## config.mk

```make
export PLATFORM = sky130hd
export DESIGN_NAME = dual_kiss_uniform_generator_top
export DESIGN_NICKNAME = d
export VERILOG_FILES = /design/src/sv/dkug_pkg.sv /design/src/sv/dkug_ctrl.sv /design/src/sv/dkug_datapath.sv /design/src/sv/dual_kiss_uniform_generator_top.sv
export VERILOG_INCLUDE_DIRS = /design/src /design/src/sv
export SDC_FILE = /design/constraint.sdc
export NUM_CORES = 2
export LEC_CHECK = 0
export BUFFER_PORTS_ARGS = -buffer_cell sky130_fd_sc_hd__buf_4
export CORE_MARGIN = 1
export CORE_UTILIZATION = 55
export DETAILED_ROUTE_END_ITERATION = 16
export PLACE_DENSITY_LB_ADDON = 0.3
export SYNTH_ARGS = -nofsm -noshare
export SYNTH_HDL_FRONTEND = slang
export SYNTH_SLANG_ARGS = --single-unit
```

## constraint.sdc

```tcl
create_clock -name clk -period 9.4 [get_ports clk]
set_input_delay 0.94 -clock clk [delete_from_list [all_inputs] [get_ports clk]]
set_output_delay 0.94 -clock clk [all_outputs]
set_load 0.01 [all_outputs]
```

## src/sv/dual_kiss_uniform_generator_top_assert.svh

```systemverilog
// ----------------------------------------------------------------------------
// Dual KISS uniform generator - assertion macros
// Shared concurrent assertion forms, clocked on clk and gated by rst.
// ----------------------------------------------------------------------------
`ifndef DUAL_KISS_UNIFORM_GENERATOR_TOP_ASSERT_SVH
`define DUAL_KISS_UNIFORM_GENERATOR_TOP_ASSERT_SVH

// Property checked at every clock edge outside reset
`define DKUG_ASSERT(lbl, prop, msg) \
  lbl: assert property (@(posedge clk) disable iff (rst) (prop)) else $error(msg);

// Implication checked from the edge after the trigger
`define DKUG_ASSERT_NEXT(lbl, trig, prop, msg) \
  lbl: assert property (@(posedge clk) disable iff (rst) (trig) |=> (prop)) else $error(msg);

`endif

```

## src/sv/dkug_pkg.sv

```systemverilog
`timescale 1ns / 1ps
// ----------------------------------------------------------------------------
// dkug_pkg
// Types, constants and helper functions for the dual KISS generator.
// ----------------------------------------------------------------------------
package dkug_pkg;

  localparam int unsigned NUM_WORDS  = 8;
  localparam int unsigned IDX_W      = 3;
  localparam int unsigned SEED_W     = 32;
  localparam int unsigned FRAC_W     = 53;
  localparam int unsigned OUT_DATA_W = 120;

  localparam logic [31:0] LCG_MULT  = 32'd69069;
  localparam logic [31:0] LCG_INC   = 32'd1327217885;
  localparam logic [31:0] MWC1_MULT = 32'd18000;
  localparam logic [31:0] MWC2_MULT = 32'd30903;
  localparam logic [31:0] SEED_MULT = 32'd36969;

  // Request kinds carried on s_tuser
  localparam logic REQ_DRAW   = 1'b0;
  localparam logic REQ_RESEED = 1'b1;

  localparam logic [31:0] RESET_WORDS [NUM_WORDS] = '{
    32'd123456789, 32'd362436069, 32'd521288629, 32'd316191069,
    32'd987654321, 32'd458629013, 32'd582859209, 32'd438195021
  };

  typedef enum logic [2:0] {
    ST_IDLE = 3'b001,
    ST_SUM  = 3'b010,
    ST_SEED = 3'b100
  } state_t;

  // Controller to datapath commands
  typedef struct packed {
    logic             step;       // advance both generators
    logic             load_seed;  // capture seed into iteration register
    logic             seed_iter;  // one seed iteration, write two half words
    logic             load_out;   // register the sum of the stepped state
    logic [IDX_W-1:0] idx;        // seed iteration number
  } cmd_t;

  // Datapath to controller status
  typedef struct packed {
    logic out_busy;  // result register full and not taken this cycle
  } status_t;

  // 16-bit multiply-with-carry step
  function automatic logic [31:0] mwc_step(input logic [31:0] w, input logic [31:0] mult);
    return 32'({16'd0, w[15:0]} * mult) + {16'd0, w[31:16]};
  endfunction

  // 13/17/5 xorshift step
  function automatic logic [31:0] xsh_step(input logic [31:0] w);
    logic [31:0] s;
    s = w;
    s = s ^ (s << 13);
    s = s ^ (s >> 17);
    s = s ^ (s << 5);
    return s;
  endfunction

  // Seed iteration, arithmetic shift of the upper half
  function automatic logic [31:0] seed_step(input logic [31:0] p);
    return 32'({16'd0, p[15:0]} * SEED_MULT) + {{16{p[31]}}, p[31:16]};
  endfunction

endpackage

```

## src/sv/dkug_ctrl.sv

```systemverilog
`timescale 1ns / 1ps
// ----------------------------------------------------------------------------
// dkug_ctrl
// Request sequencer: accepts draw and reseed transactions and drives the
// datapath through the step, sum and seed sequences.
// ----------------------------------------------------------------------------
`include "dual_kiss_uniform_generator_top_assert.svh"

module dkug_ctrl (
  input  logic                    clk,
  input  logic                    rst,
  input  logic                    s_tvalid,
  output logic                    s_tready,
  input  logic                    s_tuser,   // [0] req_type
  input  dkug_pkg::status_t       status,
  output dkug_pkg::cmd_t          cmd
);
  import dkug_pkg::*;

  state_t           state, state_next;
  logic [IDX_W-1:0] cnt, cnt_next;
  logic             accept;

  // No transaction is taken while reset is held
  assign s_tready = (state == ST_IDLE) && !rst;
  assign accept   = s_tvalid && s_tready;

  // Next state and commands
  always_comb begin
    state_next    = state;
    cnt_next      = cnt;
    cmd           = '0;
    cmd.idx       = cnt;
    unique case (state)
      ST_IDLE: begin
        if (accept) begin
          if (s_tuser == REQ_RESEED) begin
            cmd.load_seed = 1'b1;
            cnt_next      = '0;
            state_next    = ST_SEED;
          end else begin
            cmd.step   = 1'b1;
            state_next = ST_SUM;
          end
        end
      end
      ST_SUM: begin
        if (!status.out_busy) begin
          cmd.load_out = 1'b1;
          state_next   = ST_IDLE;
        end
      end
      ST_SEED: begin
        cmd.seed_iter = 1'b1;
        cnt_next      = cnt + 1'b1;
        if (cnt == IDX_W'(NUM_WORDS - 1)) begin
          state_next = ST_IDLE;
        end
      end
      default: begin
        state_next = ST_IDLE;
      end
    endcase
  end

  // State registers
  always_ff @(posedge clk) begin
    if (rst) begin
      state <= ST_IDLE;
      cnt   <= '0;
    end else begin
      state <= state_next;
      cnt   <= cnt_next;
    end
  end

  `DKUG_ASSERT_NEXT(a_draw_to_sum, accept && (s_tuser == REQ_DRAW), state == ST_SUM,
    "draw transaction did not move to sum state")
  `DKUG_ASSERT_NEXT(a_seed_count, (state == ST_SEED) && (cnt != IDX_W'(NUM_WORDS - 1)),
    (state == ST_SEED) && (cnt == $past(cnt) + 1'b1), "seed sequence skipped a step")
  `DKUG_ASSERT_NEXT(a_seed_done, (state == ST_SEED) && (cnt == IDX_W'(NUM_WORDS - 1)),
    state == ST_IDLE, "seed sequence did not end after eight steps")

endmodule

```

## src/sv/dkug_datapath.sv

```systemverilog
`timescale 1ns / 1ps
// ----------------------------------------------------------------------------
// dkug_datapath
// Generator state words, seed iteration register and result register.
// ----------------------------------------------------------------------------
`include "dual_kiss_uniform_generator_top_assert.svh"

module dkug_datapath (
  input  logic                                clk,
  input  logic                                rst,
  input  dkug_pkg::cmd_t                      cmd,
  output dkug_pkg::status_t                   status,
  input  logic [dkug_pkg::SEED_W-1:0]         s_tdata,  // [31:0] seed_value (signed)
  output logic                                m_tvalid,
  input  logic                                m_tready,
  output logic [dkug_pkg::OUT_DATA_W-1:0]     m_tdata   // [52:0] fraction,
                                                        // [84:53] first_word,
                                                        // [116:85] second_word
);
  import dkug_pkg::*;

  logic [31:0] gen   [NUM_WORDS];
  logic [31:0] gen_next [NUM_WORDS];
  logic [31:0] p;
  logic [31:0] p_next;
  logic [31:0] u, v;
  logic [IDX_W-1:0] lo_idx, hi_idx;

  // One KISS step for both generators
  always_comb begin
    for (int g = 0; g < 2; g++) begin
      gen_next[4*g]     = gen[4*g] * LCG_MULT + LCG_INC;
      gen_next[4*g + 1] = xsh_step(gen[4*g + 1]);
      gen_next[4*g + 2] = mwc_step(gen[4*g + 2], MWC1_MULT);
      gen_next[4*g + 3] = mwc_step(gen[4*g + 3], MWC2_MULT);
    end
  end

  // Seed iteration; iteration i fills half (i & 1) of words i/2 and 4 + i/2
  assign p_next = seed_step(p);
  assign lo_idx = {1'b0, cmd.idx[IDX_W-1:1]};
  assign hi_idx = {1'b1, cmd.idx[IDX_W-1:1]};

  always_ff @(posedge clk) begin
    if (rst) begin
      for (int k = 0; k < NUM_WORDS; k++) begin
        gen[k] <= RESET_WORDS[k];
      end
    end else if (cmd.step) begin
      for (int k = 0; k < NUM_WORDS; k++) begin
        gen[k] <= gen_next[k];
      end
    end else if (cmd.seed_iter) begin
      if (cmd.idx[0]) begin
        gen[lo_idx][31:16] <= {p_next[23:16], p_next[7:0]};
        gen[hi_idx][31:16] <= {p_next[31:24], p_next[15:8]};
      end else begin
        gen[lo_idx][15:0]  <= {p_next[23:16], p_next[7:0]};
        gen[hi_idx][15:0]  <= {p_next[31:24], p_next[15:8]};
      end
    end
  end

  // Seed iteration register
  always_ff @(posedge clk) begin
    if (cmd.load_seed) begin
      p <= s_tdata;
    end else if (cmd.seed_iter) begin
      p <= p_next;
    end
  end

  // KISS outputs from the stepped state
  assign u = gen[0] + gen[1] + {gen[2][15:0], 16'd0} + gen[3];
  assign v = gen[4] + gen[5] + {gen[6][15:0], 16'd0} + gen[7];

  // Result register
  always_ff @(posedge clk) begin
    if (rst) begin
      m_tvalid <= 1'b0;
    end else if (cmd.load_out) begin
      m_tvalid <= 1'b1;
    end else if (m_tready) begin
      m_tvalid <= 1'b0;
    end
  end

  always_ff @(posedge clk) begin
    if (cmd.load_out) begin
      m_tdata <= {3'd0, v, u, u, v[31:11]};
    end
  end

  assign status.out_busy = m_tvalid && !m_tready;

  `DKUG_ASSERT(a_no_overwrite, !(cmd.load_out && m_tvalid && !m_tready),
    "pending result overwritten")
  `DKUG_ASSERT_NEXT(a_load_valid, cmd.load_out, m_tvalid,
    "loaded result not presented")
  `DKUG_ASSERT(a_cmd_excl, !(cmd.step && cmd.seed_iter),
    "step and seed iteration issued together")

endmodule

```

## src/sv/dual_kiss_uniform_generator_top.sv

```systemverilog
`timescale 1ns / 1ps
// ----------------------------------------------------------------------------
// dual_kiss_uniform_generator_top
// Two KISS generators with draw and reseed requests.
// ----------------------------------------------------------------------------
// Usage:
//   Input stream (s_*): s_tuser[0] is the request kind, 0 = draw, 1 = reseed;
//   s_tdata carries the signed 32-bit seed, read on reseed only.
//   Output stream (m_*): one transaction per draw, none per reseed;
//   m_tdata holds fraction, first_word and second_word.
//   A draw steps both generators at the accepting edge, forms the sum in the
//   next cycle and loads it into the result register once that register is
//   free; the load raises m_tvalid. A draw holds the sequencer for its step
//   cycle and its sum cycle; no new request is taken until it is done.
//   A reseed runs the seed multiply-with-carry unit once per cycle, writing
//   two half words each cycle until all eight state words are refilled.
//   No new request is taken until the reseed ends. Reset loads the two
//   default seed quadruples and empties the result register; s_tready stays
//   low during reset and the block is ready as soon as reset is released.
//   When the receiver stalls, the result holds in its register; requests are
//   still accepted until the next draw, which then waits in its sum cycle
//   until the register frees.
// ----------------------------------------------------------------------------

module dual_kiss_uniform_generator_top (
  input  logic         clk,
  input  logic         rst,
  input  logic         s_tvalid,
  output logic         s_tready,
  input  logic [31:0]  s_tdata,   // [31:0] seed_value (signed)
  input  logic [0:0]   s_tuser,   // [0] req_type
  output logic         m_tvalid,
  input  logic         m_tready,
  output logic [119:0] m_tdata    // [52:0] fraction, [84:53] first_word,
                                  // [116:85] second_word, [119:117] zero
);
  import dkug_pkg::*;

  cmd_t    cmd;
  status_t status;

  dkug_ctrl u_ctrl (
    .clk      (clk),
    .rst      (rst),
    .s_tvalid (s_tvalid),
    .s_tready (s_tready),
    .s_tuser  (s_tuser[0]),
    .status   (status),
    .cmd      (cmd)
  );

  dkug_datapath u_datapath (
    .clk      (clk),
    .rst      (rst),
    .cmd      (cmd),
    .status   (status),
    .s_tdata  (s_tdata),
    .m_tvalid (m_tvalid),
    .m_tready (m_tready),
    .m_tdata  (m_tdata)
  );

endmodule
```

==> results.sh <==
export IMPL_synth_area_leader_cell="fa_1"
export IMPL_antenna_found_initial=4
export IMPL_ys_ff_latch=359
export IMPL_die_h_um=327
export IMPL_grt_max_degree=65
export IMPL_htree_levels=2
export IMPL_multi_input_area_sq_mm=0.0418
export IMPL_status="complete, no violations"
export IMPL_critPathMaxStageDelay_ns=0.75
export IMPL_dr_pass1_iters=8
export IMPL_first_global_vias=43400
export IMPL_fin_tns_setup_ns=0
export IMPL_hold_viol=0
export IMPL_setup_viol=0
export IMPL_rsz0062_at_grt="no"
export IMPL_diodes=0
export IMPL_crit_top_cell="fa_1"
export IMPL_avgSynthCellArea_sq_um=10.1
export IMPL_cts_hold_buf=0
export IMPL_synth_area_sq_mm=0.0581
export IMPL_cts_num_sinks=359
export IMPL_gp_congestion=1.01
export IMPL_period_share_pct=70.5
export IMPL_grt_pass1_wl_um=251000
export IMPL_yosysTopAreaCellShare_pct=26.1
export IMPL_drtAntennaViolNets=0
export IMPL_grt_overflow=0
export IMPL_path_class="flop to flop"
export IMPL_portBuffers=155
export IMPL_final_area_sq_mm=0.0622
export IMPL_drc=0
export IMPL_synth_area_top_cells="fa_1 26%, ha_1 22%, edfxtp_1 18%"
export IMPL_synth_cells=5734
export IMPL_vias_per_cell=5.75
export IMPL_drive_gt1_share_pct=5.50
export IMPL_period_minus_slack_ns=6.63
export IMPL_cts_tree="built"
export IMPL_dr_first_iter_drc_count=3271
export IMPL_ys_types=92
export IMPL_worstPathRequired_ns=9.72
export IMPL_report_final_slew_viol_count=0
export IMPL_seqCellArea_sq_mm=0.0107
export IMPL_cts_made_buffers=46
export IMPL_critical_path_buf_inv_count=3
export IMPL_dpl_cell_count=7172
export IMPL_fmax_ghz=0.151
export IMPL_initial_core_util_pct=55.8
export IMPL_rrSetupSlack_ns=2.77
export IMPL_dp_worst_setup_slack_ns=2.86
export IMPL_async_flop_share_pct=0
export IMPL_clockBufferDepth=3
export IMPL_skew_ns=0.0225
export IMPL_min_path_type="flop to flop"
export IMPL_via_count=41700
export IMPL_cts_clk_slew_worst_paths_ns=0.06
export IMPL_cp_max_fo=8
export IMPL_placed_area_sq_mm=0.0607
export IMPL_fill_cells=8943
export IMPL_ys_seq_area_share_pct=18.4
export IMPL_clk_latency_ns=0.62
export IMPL_worstSetupEndpointType="flop"
export IMPL_coreArea_sq_mm=0.104
export IMPL_syn2layout_area_growth_pct=6.92
export IMPL_dp_hpwl_um=131000
export IMPL_drv_cap=0
export IMPL_path_cells="inv_1 > fa_1 > fa_1 > fa_1 > inv_1 > fa_1 > fa_1 > fa_1 > ha_1 > inv_1 > o21bai_1 > a2111oi_0 > o32a_1 > o31ai_1 > a21oi_1 > o21ai_1 > xnor2_1 > o22ai_1"
export IMPL_clk_root_buffer_cell="clkbuf_16"
export IMPL_worst_slew_pin_slew_ns=1.24
export IMPL_synthFlopType="edfxtp_1"
export IMPL_slew_headroom_pct=17.0
export IMPL_synth_edf_count=352
export IMPL_fin_ws_ns=2.77
export IMPL_finalNetCount=7643
export IMPL_io_pins=159
export IMPL_die_width_um=327
export IMPL_track_usage_pct=30.7
export IMPL_die_area_sq_mm=0.107
export IMPL_instances_no_fill=7256
export IMPL_cp_start_kind="flop"
export IMPL_crit_path_top_delay_cell="edfxtp_1"
export IMPL_routed_wirelength_um=160000
export IMPL_yosysWarnings=0
export IMPL_row_count=118
export IMPL_drt_wirelength_per_cell_um=22.0
export IMPL_critical_path_top_delay_family="adder cells"
export IMPL_critPathArrivalTime_ns=6.95
export IMPL_post_cts_buffers=0
export IMPL_cts_resized=0
[kinds of logic (layout without fill, tap and decap cells)]
kind of cell / after synthesis / count (layout) / share of synthesized area, %
xor gates and xnor gates: 416 / 416 / 6.29
AOI/OAI and AO/OA: 985 / 985 / 11.3
muxes: 9 / 9 / 0.161
DFF: 359 / 359 / 18.4
adders and majority gates: 1766 / 1766 / 47.8
other: 1 / 3 / 0.00645
and+or+nand+nor: 733 / 733 / 6.20
buffers and inverters: 1465 / 1605 / 9.83
[cells in the mapped netlist (34+ instances only)]
cell / number
nand2b_1: 52
a21o_1: 106
clkbuf_1: 69
o21a_1: 39
xor2_1: 139
inv_1: 1329
edfxtp_1: 352
nor2_1: 183
a22oi_1: 92
nand2_1: 204
nor2b_1: 38
a211oi_1: 34
nand3_1: 52
xnor2_1: 275
nor3_1: 49
buf_4: 57
o21ai_0: 175
fa_1: 759
o22ai_1: 90
ha_1: 1007
a21oi_1: 223
[layout by cell type (no fill, tap or decap), drive strengths merged, types with 17 or more instances in the layout]
master     n
inv     1335
fa       759
a22oi     93
xnor2    276
ha      1007
or3       26
o21ai    185
a211oi    37
a31oi     26
clkbuf    54
o211ai    23
nand2    204
buf      192
nand2b    52
nor2     183
o21a      39
nor3      49
clkinv    19
nand3     52
edfxtp   352
and2      20
and3      24
a21oi    225
o21bai    27
nand4     17
o22ai     91
a21o     106
xor2     140
nor2b     38
[worst register-to-register path: cells and delay by family, from the launching register on]
kind / cells / cell delay [ns]
AO/OA/AOI/OAI: 7 / 1.54
XOR/XNOR: 1 / 0.28
flip-flops: 1 / 0.75
buffers and inverters: 3 / 0.40
adder cells (fa/ha/maj): 7 / 3.36
[sequential cells by signal, summed over array words and instances, names as in the netlist]
name                 cells
u_ctrl.state             3
u_ctrl.cnt               3
u_datapath.gen         256
u_datapath.m_tvalid      1
u_datapath.m_tdata      64
u_datapath.p            32
[metal layers]
metal | global-route usage (%) | vias to the layer above | wire length, um
met5 | 0 | - | 13
met4 | 13.2 | 2 | 7560
met3 | 4.66 | 346 | 13100
met2 | 48.1 | 1644 | 72100
met1 | 42.5 | 20600 | 66800
li1 | - | 19200 | -
[metrics by stage]
step           utilization [%]  hold WS (ns)
6_report                  59.6         0.543
5_1_grt                   59.6         0.571
4_1_cts                   59.6         0.541
3_5_place_dp              58.2         0.530
3_3_place_gp              58.2         0.523
2_1_floorplan                -         0.489
[worst paths after layout]
check	cells past startpoint	startpoint	to
max	18	u_datapath.gen[4][4]	u_datapath.gen[4][31]
min	2	u_datapath.gen[6][16]	u_datapath.gen[6][0]
max reg2reg	18	u_datapath.gen[4][4]	u_datapath.gen[4][31]
min reg2reg	2	u_datapath.gen[6][16]	u_datapath.gen[6][0]
[layout make-up]
| cell class | count | area share, % |
|---|---|---|
| clock buffers | 54 | 2.00 |
| well taps | 1380 | 2.78 |
| flip-flops and latches | 359 | 17.2 |
| multi-input cells | 3912 | 67.2 |
| clock inverters | 30 | 0.433 |
| inverters | 1329 | 8.02 |
| repair buffers | 192 | 2.32 |
Power is left out: the tool's default activity adds up to more than one toggle a clock period on the data nets, which glitch-free logic cannot reach.
